==> config.mk <==
export PLATFORM = sky130hd
export DESIGN_NAME = byte_range_lock_table
export DESIGN_NICKNAME = d
export VERILOG_FILES = /design/src/rtl/brlt_pkg.sv /design/src/rtl/byte_range_lock_table.sv /design/src/rtl/brlt_cmp.sv
export SDC_FILE = /design/constraint.sdc
export NUM_CORES = 2
export LEC_CHECK = 0
export BUFFER_PORTS_ARGS = -buffer_cell sky130_fd_sc_hd__buf_4
export CAP_MARGIN = 25
export CORE_ASPECT_RATIO = 0.5
export CORE_UTILIZATION = 39
export CTS_CLUSTER_DIAMETER = 150
export DETAILED_ROUTE_END_ITERATION = 12
export SLEW_MARGIN = 30
export SYNTH_ARGS = -nofsm -noshare
export SYNTH_HDL_FRONTEND = slang
export SYNTH_SLANG_ARGS = --single-unit
export TNS_END_PERCENT = 5
==> constraint.sdc <==
create_clock -name clk -period 17.9 [get_ports clk]
set_clock_uncertainty 0.05 [all_clocks]
set_input_delay 3.58 -clock clk [delete_from_list [all_inputs] [get_ports clk]]
set_output_delay 3.58 -clock clk [all_outputs]
set_load 0.02 [all_outputs]
==> src/rtl/brlt_pkg.sv <==
// Shared types and constants of the byte-range lock table.
package brlt_pkg;

	localparam int TABLE_ENTRIES = 16;
	localparam int IDX_W = (TABLE_ENTRIES > 1) ? $clog2(TABLE_ENTRIES) : 1;

	localparam logic [63:0] END_OF_FILE = 64'hFFFF_FFFF_FFFF_FFFF;

	localparam logic [1:0] KIND_SHARED = 2'd0;
	localparam logic [1:0] KIND_EXCL   = 2'd1;

	typedef enum logic [1:0] {
		OP_ACQUIRE     = 2'd0,
		OP_RELEASE     = 2'd1,
		OP_CHECK       = 2'd2,
		OP_RELEASE_ALL = 2'd3
	} opcode_t;

	typedef enum logic [2:0] {
		ST_OK        = 3'd0,
		ST_DENIED    = 3'd1,
		ST_NOT_FOUND = 3'd2,
		ST_FULL      = 3'd3,
		ST_BAD_KIND  = 3'd4
	} status_t;

	typedef enum logic [2:0] {
		S_IDLE,
		S_SUM,
		S_END,
		S_SCAN,
		S_COMMIT
	} state_t;

	typedef struct packed {
		logic file_eq;
		logic owner_eq;
		logic span_hit;
	} match_t;

endpackage

==> src/rtl/byte_range_lock_table.sv <==
// Top level of the byte-range lock table: sequencer, entry storage and result register.
//
// An item is taken when start is high and busy is low; busy stays high until the
// sequencer has finished, and the status appears with a one-cycle done strobe that
// cannot be held off. All work runs through one compare unit that visits one table
// entry per cycle, so the scan of the TABLE_ENTRIES entries sets the latency. An
// acquire first forms the saturated region end in the sum and end states, then
// scans, commits and shows the strobe; release, release-all and check go straight
// to the scan, and an acquire with an invalid kind goes straight to the commit.
// busy drops in the cycle the strobe shows, so the next item may be taken there.
// Region ends are stored precomputed and saturate at all ones.
module byte_range_lock_table (
	input  logic        clk,
	input  logic        arst_n,
	input  logic        start,
	output logic        busy,
	input  logic [1:0]  opcode,
	input  logic [31:0] owner_id,
	input  logic [31:0] file_id,
	input  logic [1:0]  lock_kind,
	input  logic [63:0] region_start,
	input  logic [63:0] region_length,
	input  logic [63:0] probe_offset,
	input  logic        is_write,
	output logic        done,
	output logic [2:0]  status
);
	import brlt_pkg::*;

	state_t                 state_q, state_d;
	logic [IDX_W-1:0]       idx_q;
	opcode_t                op_q;
	logic [31:0]            owner_q, file_q;
	logic                   excl_q, write_q, bad_q;
	logic [63:0]            start_q, len_q;
	logic [64:0]            sum_q;
	logic [63:0]            key_hi_q, key_lo_q;
	logic                   conflict_q;
	logic [TABLE_ENTRIES-1:0] drop_q;
	logic                   free_found_q;
	logic [IDX_W-1:0]       free_idx_q;
	logic [TABLE_ENTRIES-1:0] valid_q, valid_d;
	status_t                status_q, status_d;
	logic                   done_q;

	logic [31:0] ent_owner_q [TABLE_ENTRIES];
	logic [31:0] ent_file_q  [TABLE_ENTRIES];
	logic        ent_excl_q  [TABLE_ENTRIES];
	logic [63:0] ent_start_q [TABLE_ENTRIES];
	logic [63:0] ent_end_q   [TABLE_ENTRIES];

	match_t m;
	logic   accept, last, ent_v, own, hit_deny, ins_en, sat;

	brlt_cmp u_cmp (
		.ent_owner (ent_owner_q[idx_q]),
		.ent_file  (ent_file_q[idx_q]),
		.ent_start (ent_start_q[idx_q]),
		.ent_end   (ent_end_q[idx_q]),
		.req_owner (owner_q),
		.req_file  (file_q),
		.key_hi    (key_hi_q),
		.key_lo    (key_lo_q),
		.match     (m)
	);

	assign accept = start && (state_q == S_IDLE);
	assign last   = (idx_q == IDX_W'(TABLE_ENTRIES - 1));
	assign ent_v  = valid_q[idx_q];
	assign own    = ent_v && m.owner_eq && ((op_q == OP_RELEASE_ALL) || m.file_eq);
	assign sat    = (len_q == 64'd0) || (sum_q[64] && (sum_q[63:0] != 64'd0));

	// Deny rule differs: acquire skips own locks and needs an exclusive side,
	// check counts every owner and denies any write inside a lock or any access inside an exclusive one.
	always_comb begin
		if (op_q == OP_ACQUIRE) begin
			hit_deny = ent_v && m.file_eq && m.span_hit && !m.owner_eq &&
				(ent_excl_q[idx_q] || excl_q);
		end else begin
			hit_deny = ent_v && m.file_eq && m.span_hit &&
				(ent_excl_q[idx_q] || write_q);
		end
	end

	always_ff @(posedge clk or negedge arst_n) begin
		if (!arst_n) begin
			state_q <= S_IDLE;
		end else begin
			state_q <= state_d;
		end
	end

	always_comb begin
		state_d  = state_q;
		status_d = ST_OK;
		valid_d  = valid_q;
		ins_en   = 1'b0;
		unique case (state_q)
			S_IDLE: begin
				if (start) begin
					if (opcode_t'(opcode) == OP_ACQUIRE && lock_kind > KIND_EXCL) begin
						state_d = S_COMMIT;
					end else if (opcode_t'(opcode) == OP_ACQUIRE) begin
						state_d = S_SUM;
					end else begin
						state_d = S_SCAN;
					end
				end
			end
			S_SUM: begin
				state_d = S_END;
			end
			S_END: begin
				state_d = S_SCAN;
			end
			S_SCAN: begin
				if (last) begin
					state_d = S_COMMIT;
				end
			end
			S_COMMIT: begin
				state_d = S_IDLE;
				if (bad_q) begin
					status_d = ST_BAD_KIND;
				end else begin
					unique case (op_q)
						OP_ACQUIRE: begin
							if (conflict_q) begin
								status_d = ST_DENIED;
							end else begin
								valid_d = valid_q & ~drop_q;
								if (free_found_q) begin
									valid_d[free_idx_q] = 1'b1;
									ins_en = 1'b1;
								end else begin
									status_d = ST_FULL;
								end
							end
						end
						OP_RELEASE: begin
							valid_d  = valid_q & ~drop_q;
							status_d = (drop_q != '0) ? ST_OK : ST_NOT_FOUND;
						end
						OP_CHECK: begin
							status_d = conflict_q ? ST_DENIED : ST_OK;
						end
						OP_RELEASE_ALL: begin
							valid_d = valid_q & ~drop_q;
						end
						default: begin
							status_d = ST_OK;
						end
					endcase
				end
			end
			default: begin
				state_d = S_IDLE;
			end
		endcase
	end

	// Request capture and scan bookkeeping.
	always_ff @(posedge clk) begin
		case (state_q)
			S_IDLE: begin
				if (accept) begin
					op_q         <= opcode_t'(opcode);
					owner_q      <= owner_id;
					file_q       <= file_id;
					excl_q       <= (lock_kind == KIND_EXCL);
					bad_q        <= (opcode_t'(opcode) == OP_ACQUIRE) && (lock_kind > KIND_EXCL);
					write_q      <= is_write;
					start_q      <= region_start;
					len_q        <= region_length;
					key_hi_q     <= probe_offset;
					key_lo_q     <= probe_offset;
					idx_q        <= '0;
					conflict_q   <= 1'b0;
					drop_q       <= '0;
					free_found_q <= 1'b0;
					free_idx_q   <= '0;
				end
			end
			S_SUM: begin
				sum_q    <= {1'b0, start_q} + {1'b0, len_q};
				key_lo_q <= start_q;
			end
			S_END: begin
				key_hi_q <= sat ? END_OF_FILE : (sum_q[63:0] - 64'd1);
			end
			S_SCAN: begin
				drop_q[idx_q] <= own;
				if (hit_deny) begin
					conflict_q <= 1'b1;
				end
				// Lowest slot that is free once the caller's own locks are dropped.
				if (!free_found_q && (!ent_v || own)) begin
					free_found_q <= 1'b1;
					free_idx_q   <= idx_q;
				end
				idx_q <= idx_q + IDX_W'(1);
			end
			default: begin
			end
		endcase
	end

	always_ff @(posedge clk or negedge arst_n) begin
		if (!arst_n) begin
			valid_q <= '0;
			done_q  <= 1'b0;
		end else begin
			valid_q <= valid_d;
			done_q  <= (state_q == S_COMMIT);
		end
	end

	always_ff @(posedge clk) begin
		if (state_q == S_COMMIT) begin
			status_q <= status_d;
		end
	end

	always_ff @(posedge clk) begin
		if (ins_en) begin
			ent_owner_q[free_idx_q] <= owner_q;
			ent_file_q[free_idx_q]  <= file_q;
			ent_excl_q[free_idx_q]  <= excl_q;
			ent_start_q[free_idx_q] <= start_q;
			ent_end_q[free_idx_q]   <= key_hi_q;
		end
	end

	assign busy   = (state_q != S_IDLE);
	assign done   = done_q;
	assign status = status_q;

endmodule

==> src/rtl/brlt_cmp.sv <==
// Shared compare unit: matches one table entry against the request held in the sequencer.
module brlt_cmp (
	input  logic [31:0]     ent_owner,
	input  logic [31:0]     ent_file,
	input  logic [63:0]     ent_start,
	input  logic [63:0]     ent_end,
	input  logic [31:0]     req_owner,
	input  logic [31:0]     req_file,
	input  logic [63:0]     key_hi,
	input  logic [63:0]     key_lo,
	output brlt_pkg::match_t match
);
	import brlt_pkg::*;

	// Span hit: entry starts at or below key_hi and ends at or above key_lo.
	always_comb begin
		match.file_eq  = (ent_file == req_file);
		match.owner_eq = (ent_owner == req_owner);
		match.span_hit = (ent_start <= key_hi) && (key_lo <= ent_end);
	end

endmodule

# --- After elaboration in Yosys (flattened, before gate mapping) ---
# Memory sizes are Yosys's and may differ from the RTL's. A register that Yosys moved wholly into a read port is not among the register bits.
# Cells that the tools add are included.
classes:
  add_sub_neg: 3
  order_cmp: 7
  n_eq_ne: 17
  n_mux: 48
  bitwise_logic: 4
  n_reduce_logical: 42
op_table:
  columns: ["cell", "n"]
  rows:
  - ["64-bit one-hot mux with 2 select lines", 2]
  - ["64-bit <= comparator", 2]
  - ["64-bit 2-to-1 mux", 2]
  - ["64-bit by 64-bit adder with 65-bit output", 1]
  - ["32-bit == test", 2]
  - ["64-bit zero test", 1]
  - ["16-bit one-hot mux with 2 select lines", 2]
  - ["64-bit nonzero test", 1]
  - ["64-bit by 1-bit subtractor with 64-bit output, second input constant", 1]
  - ["16-bit 2-to-1 mux", 3]
  - ["4-bit 2-to-1 mux", 7]
  - ["16-bit bitwise AND", 1]
  - ["16-bit bitwise mux", 1]
  - ["16-bit inverter", 1]
  - ["16-bit bitwise OR", 1]
  - ["4-bit one-hot mux with 2 select lines", 2]
  - ["16-bit nonzero test", 1]
  - ["1-bit 2-to-1 mux", 15]
  - ["1-bit logical AND", 14]
  - ["2-bit != test, second input constant", 6]
  - ["3-bit one-hot mux with 4 select lines", 1]
  - ["4-bit by 5-bit less-than comparator with 1-bit output, second input constant", 2]
  - ["2-bit AND reduction", 5]
  - ["3-bit 2-to-1 mux", 3]
  - ["24 further kinds", 44]
word_totals:
  register_bits: 439
  ram_bits: 3088
  inputBits: 264
  out_inout_bits: 5
  mem_count: 5
memory_table:
  columns: ["memory", "depth", "word_bits", "read_ports", "rd_clocked_by_memory_dff", "wr", "line_no", "text"]
  rows:
  - ["ent_end_q", 16, 64, 1, 1, 1, "byte_range_lock_table.sv:50", "logic [63:0] ent_end_q [TABLE_ENTRIES];"]
  - ["ent_start_q", 16, 64, 1, 1, 1, "byte_range_lock_table.sv:49", "logic [63:0] ent_start_q [TABLE_ENTRIES];"]
  - ["ent_file_q", 16, 32, 1, 1, 1, "byte_range_lock_table.sv:47", "logic [31:0] ent_file_q [TABLE_ENTRIES];"]
  - ["ent_owner_q", 16, 32, 1, 1, 1, "byte_range_lock_table.sv:46", "logic [31:0] ent_owner_q [TABLE_ENTRIES];"]
  - ["ent_excl_q", 16, 1, 1, 1, 1, "byte_range_lock_table.sv:48", "logic ent_excl_q [TABLE_ENTRIES];"]

# --- Depth between registers and ports, before layout ---
logic_depth:
  ltp_word: 9
  ltp_mapped: 25
  depth_no_buf: 15

# --- By module ---
# A second synthesis with hierarchy kept.
hier_totals:
  cells_unflattened: 6548
  area_unflattened_um2: 140372.1
by_module_without_submodules:
  columns: ["module", "instances", "cells_per_inst", "area_per_inst_um2", "seq_area_each_um2"]
  rows:
  - ["byte_range_lock_table", 1, 5998, 136435.9, 105891.6]
  - ["brlt_cmp", 1, 550, 3936.3, 0.0]

# --- Worst setup path before layout ---
# Ideal clock, no wire load.
synth_timing:
  path_kind: "register to register"
  startpoint: "reg state_q[1]"
  endpoint: "mem ent_end_q[1][0] (enable)"
  arrival_ns: 9.522
  t_required_ns: 17.099
  setup_slack_ns: 7.577
  path_stages_with_launch: 7
  n_path_buf: 0
  path_cell_list: "dfrtp_1 > nor2_1 > and2_1 > nor2b_1 > nand4b_1 > or3_1 > nor2_1"
synth_via:
  elab_chain_cells: 4
synth_lines:
  columns: ["element", "line_no", "text"]
  rows:
  - ["start, declared", "byte_range_lock_table.sv:30", "state_t state_q, state_d;"]
  - ["start signal, assigned", "byte_range_lock_table.sv:89", "state_q <= state_d;"]
  - ["3-bit == test", "byte_range_lock_table.sv:98", "unique case (state_q)"]
  - ["1-bit 2-to-1 mux", "byte_range_lock_table.sv:98", null]
  - ["1-bit 2-to-1 mux", "byte_range_lock_table.sv:225", "if (ins_en) begin"]
  - ["1-bit 2-to-1 mux (implied by the code)", "byte_range_lock_table.sv:230", "ent_end_q[free_idx_q] <= key_hi_q;"]
  - ["end, declared", "byte_range_lock_table.sv:50", null]
# No other way between the ends.

==> results.sh <==
export IMPL_io_buffers=268
export IMPL_clk_latency_ns=0.95
export IMPL_final_nets=7569
export IMPL_initial_utilization_pct=39.3
export IMPL_max_freq_mhz=129
export IMPL_max_slew_margin_pct=30.6
export IMPL_routed_top_layer="met4"
export IMPL_core_area_sq_um=358000
export IMPL_cp_start_kind="register"
export IMPL_synth_edff_count=3507
export IMPL_arrival_ns=8.19
export IMPL_p_leak_nw=51.2
export IMPL_p_sw_mw=6.54
export IMPL_synth_warnings=0
export IMPL_cap_violations=0
export IMPL_powerDensity_nw_per_um2=141
export IMPL_synth_seq_area_share_pct=75.2
export IMPL_ys_flop_type="edfxtp_1"
export IMPL_power_share_clock_pct=30.3
export IMPL_drt_total_wl_um=365000
export IMPL_dp_hpwl_um=205000
export IMPL_syn_inst=6637
export IMPL_status="completed"
export IMPL_place_gp_congestion=0.873
export IMPL_final_setup_tns_ns=0
export IMPL_via_count=68800
export IMPL_post_cts_buffers=0
export IMPL_m1WireLength_um=156000
export IMPL_rrSetupSlack_ns=10.17
export IMPL_area_growth_syn_to_layout_pct=13.3
export IMPL_drt_iter0_markers=7783
export IMPL_rows=155
export IMPL_numCtsBuffers=325
export IMPL_overflow=0
export IMPL_die_w_um=852
export IMPL_met3WireLength_um=25300
export IMPL_hp_class="register to register"
export IMPL_clkSinkCount=3531
export IMPL_hold_viol_final=0
export IMPL_die_area_sq_um=363000
export IMPL_netlist_area_sq_um=141000
export IMPL_grtUsageTotal_pct=19.8
export IMPL_finalHoldWorstSlack_ns=0.424
export IMPL_grt_pass1_vias=69700
export IMPL_worstMarginPinSlew_ns=1.04
export IMPL_reg2reg_depth=14
export IMPL_slew_viol_final=0
export IMPL_total_power_mw=22.5
export IMPL_vdd_drop_max_v=0.000122
export IMPL_wl_per_cell_um=30.0
export IMPL_cts_buffer_depth=4
export IMPL_intPower_mw=15.9
export IMPL_ctsResizeCount=0
export IMPL_p_comb_share_pct=25.9
export IMPL_period_share_pct=43.2
export IMPL_crit_fanout=84
export IMPL_place_area_sq_um=149000
export IMPL_syn_nets=7100
export IMPL_io_pins=269
export IMPL_seqPwrFrac_pct=43.8
export IMPL_firstDrtPassIters=5
export IMPL_cts_hold_buf=0
export IMPL_viasPerCell=5.65
export IMPL_avgSynthCellArea_sq_um=21.2
export IMPL_layout_common_cells="edfxtp_1 (3,507), mux4_2 (907), buf_4 (386), clkbuf_16 (329), ha_1 (198)"
export IMPL_synthDistinctLibCells=75
export IMPL_cts_root_buf="clkbuf_16"
export IMPL_dp_cells=11600
export IMPL_ant_nets=0
export IMPL_period_needed_ns=7.73
export IMPL_layout_commonest_cell="edfxtp_1"
export IMPL_synthArstFlopShare_pct=0.566
export IMPL_final_layout_size_suffix_gt1_share_pct=26.1
export IMPL_tritoncts="built"
export IMPL_ys_ff_latch=3531
export IMPL_r2r_end="free_idx_q[2]$_SDFFCE_PN0P_"
export IMPL_stdcell_area_sq_um=160000
export IMPL_htreeDepth=5
export IMPL_cp_required_ns=18.36
export IMPL_setup_violations=0
export IMPL_netSwitchingFraction_pct=29.1
export IMPL_wl_met2_um=173000
export IMPL_antenna_found_initial=33
export IMPL_cp_end_kind="register"
export IMPL_stdcell_count=12200
export IMPL_rsz0062_at_grt="no"
export IMPL_crit_type="register to register"
export IMPL_grt_max_degree=131
export IMPL_die_h_um=427
export IMPL_cts_clk_slew_worst_paths_ns=0.07
export IMPL_drc=0
export IMPL_crit_end="free_idx_q[2]$_SDFFCE_PN0P_"
export IMPL_grt_pass1_wl_um=518000
[layout make-up]
cell class	instances	area (sq um)
clock buffer	384	8440
timing repair buffer	422	3580
antenna	17	42.5
tap	4788	5990
fill	30200	199000
sequential	3531	106000
inverter	160	621
clock inverter	191	1690
multi-input combinational	2666	33200
[routing by layer]
layer,up-vias,track usage [%]
met2,2571,32.0
met3,535,3.03
met5,-,0
met4,0,5.86
li1,28600,-
met1,37000,28.2
[synth_stat cells, drive strengths merged, types with 60 or more instances]
cell | n | area share [%]
mux2i | 82 | 0.58
nand4 | 60 | 0.27
clkbuf | 159 | 0.42
xnor2 | 102 | 0.63
mux2 | 75 | 0.60
a21oi | 188 | 0.68
o21ai | 88 | 0.34
nor2 | 185 | 0.49
nand2 | 168 | 0.45
mux4 | 907 | 15
a21o | 120 | 0.64
edfxtp | 3507 | 75
inv | 158 | 0.42
buf | 121 | 0.47
xor2 | 82 | 0.51
ha | 198 | 1.8
[worst min path at each step]
stage | start | to | slack [ns] | cells past startpoint
floorplan | valid_q[10]$_DFFE_PN0P_ | valid_q[10]$_DFFE_PN0P_ | 0.39 | 1
global placement | valid_q[7]$_DFFE_PN0P_ | valid_q[7]$_DFFE_PN0P_ | 0.41 | 1
detailed placement | valid_q[14]$_DFFE_PN0P_ | valid_q[14]$_DFFE_PN0P_ | 0.41 | 1
CTS | valid_q[14]$_DFFE_PN0P_ | valid_q[14]$_DFFE_PN0P_ | 0.43 | 1
global route | valid_q[12]$_DFFE_PN0P_ | valid_q[12]$_DFFE_PN0P_ | 0.45 | 1
finish | valid_q[13]$_DFFE_PN0P_ | valid_q[13]$_DFFE_PN0P_ | 0.42 | 1
[power groups by stage]
stage          Sequential [mW]  Clock (mW)  Combinational (mW)
6_report                  9.84        6.81                5.82
5_1_grt                   9.87        7.26                6.27
4_1_cts                   9.84        6.95                5.90
3_5_place_dp              10.0           0                5.87
3_3_place_gp              10.0           0                5.84
2_1_floorplan             9.78           0                4.35
[sequential cells by signal, indices dropped and copies added (netlist names), 4 cells and up, named ones only]
name and flops:
len_q 64, ent_owner_q 512, ent_end_q 1024, ent_start_q 1024, sum_q 65, start_q 64
ent_file_q 512, owner_q 32, drop_q 16, valid_q 16, key_lo_q 64, key_hi_q 64
file_q 32, idx_q 4, free_idx_q 4, ent_excl_q 16
[cells by family after synthesis]
| group | count (synthesis) | share of synthesized area, % |
|---|---|---|
| AO/OA/AOI/OAI | 556 | 2.54 |
| XOR/XNOR | 184 | 1.14 |
| adder cells (fa/ha/maj) | 199 | 1.77 |
| buffers and inverters | 440 | 1.32 |
| flip-flops | 3531 | 75.2 |
| multiplexers | 1064 | 15.7 |
| AND/OR/NAND/NOR | 663 | 2.31 |
[worst max-delay path, cell delays in order (launching register included)]
cell and delay [ns]:
dfxtp_4 0.78, buf_4 0.74, buf_4 0.76, buf_12 0.59
buf_4 0.82, mux4_2 0.59, mux2i_1 0.26, o21ai_0 0.13
o22ai_1 0.17, nand4_1 0.10, or4_1 0.58, or4_4 0.64
a21oi_4 0.19, nor2b_1 0.06, o31ai_1 0.60
[through the flow]
stage | util [%] | worst slack, ns
after global routing | 44.5 | 9.52
final | 44.6 | 10.17
after detailed placement | 41.7 | 9.95
after CTS | 44.5 | 9.91
after global placement | 41.6 | 9.97
after floorplan | - | 7.58
No activity file was read; power rests on OpenSTA's default activity.
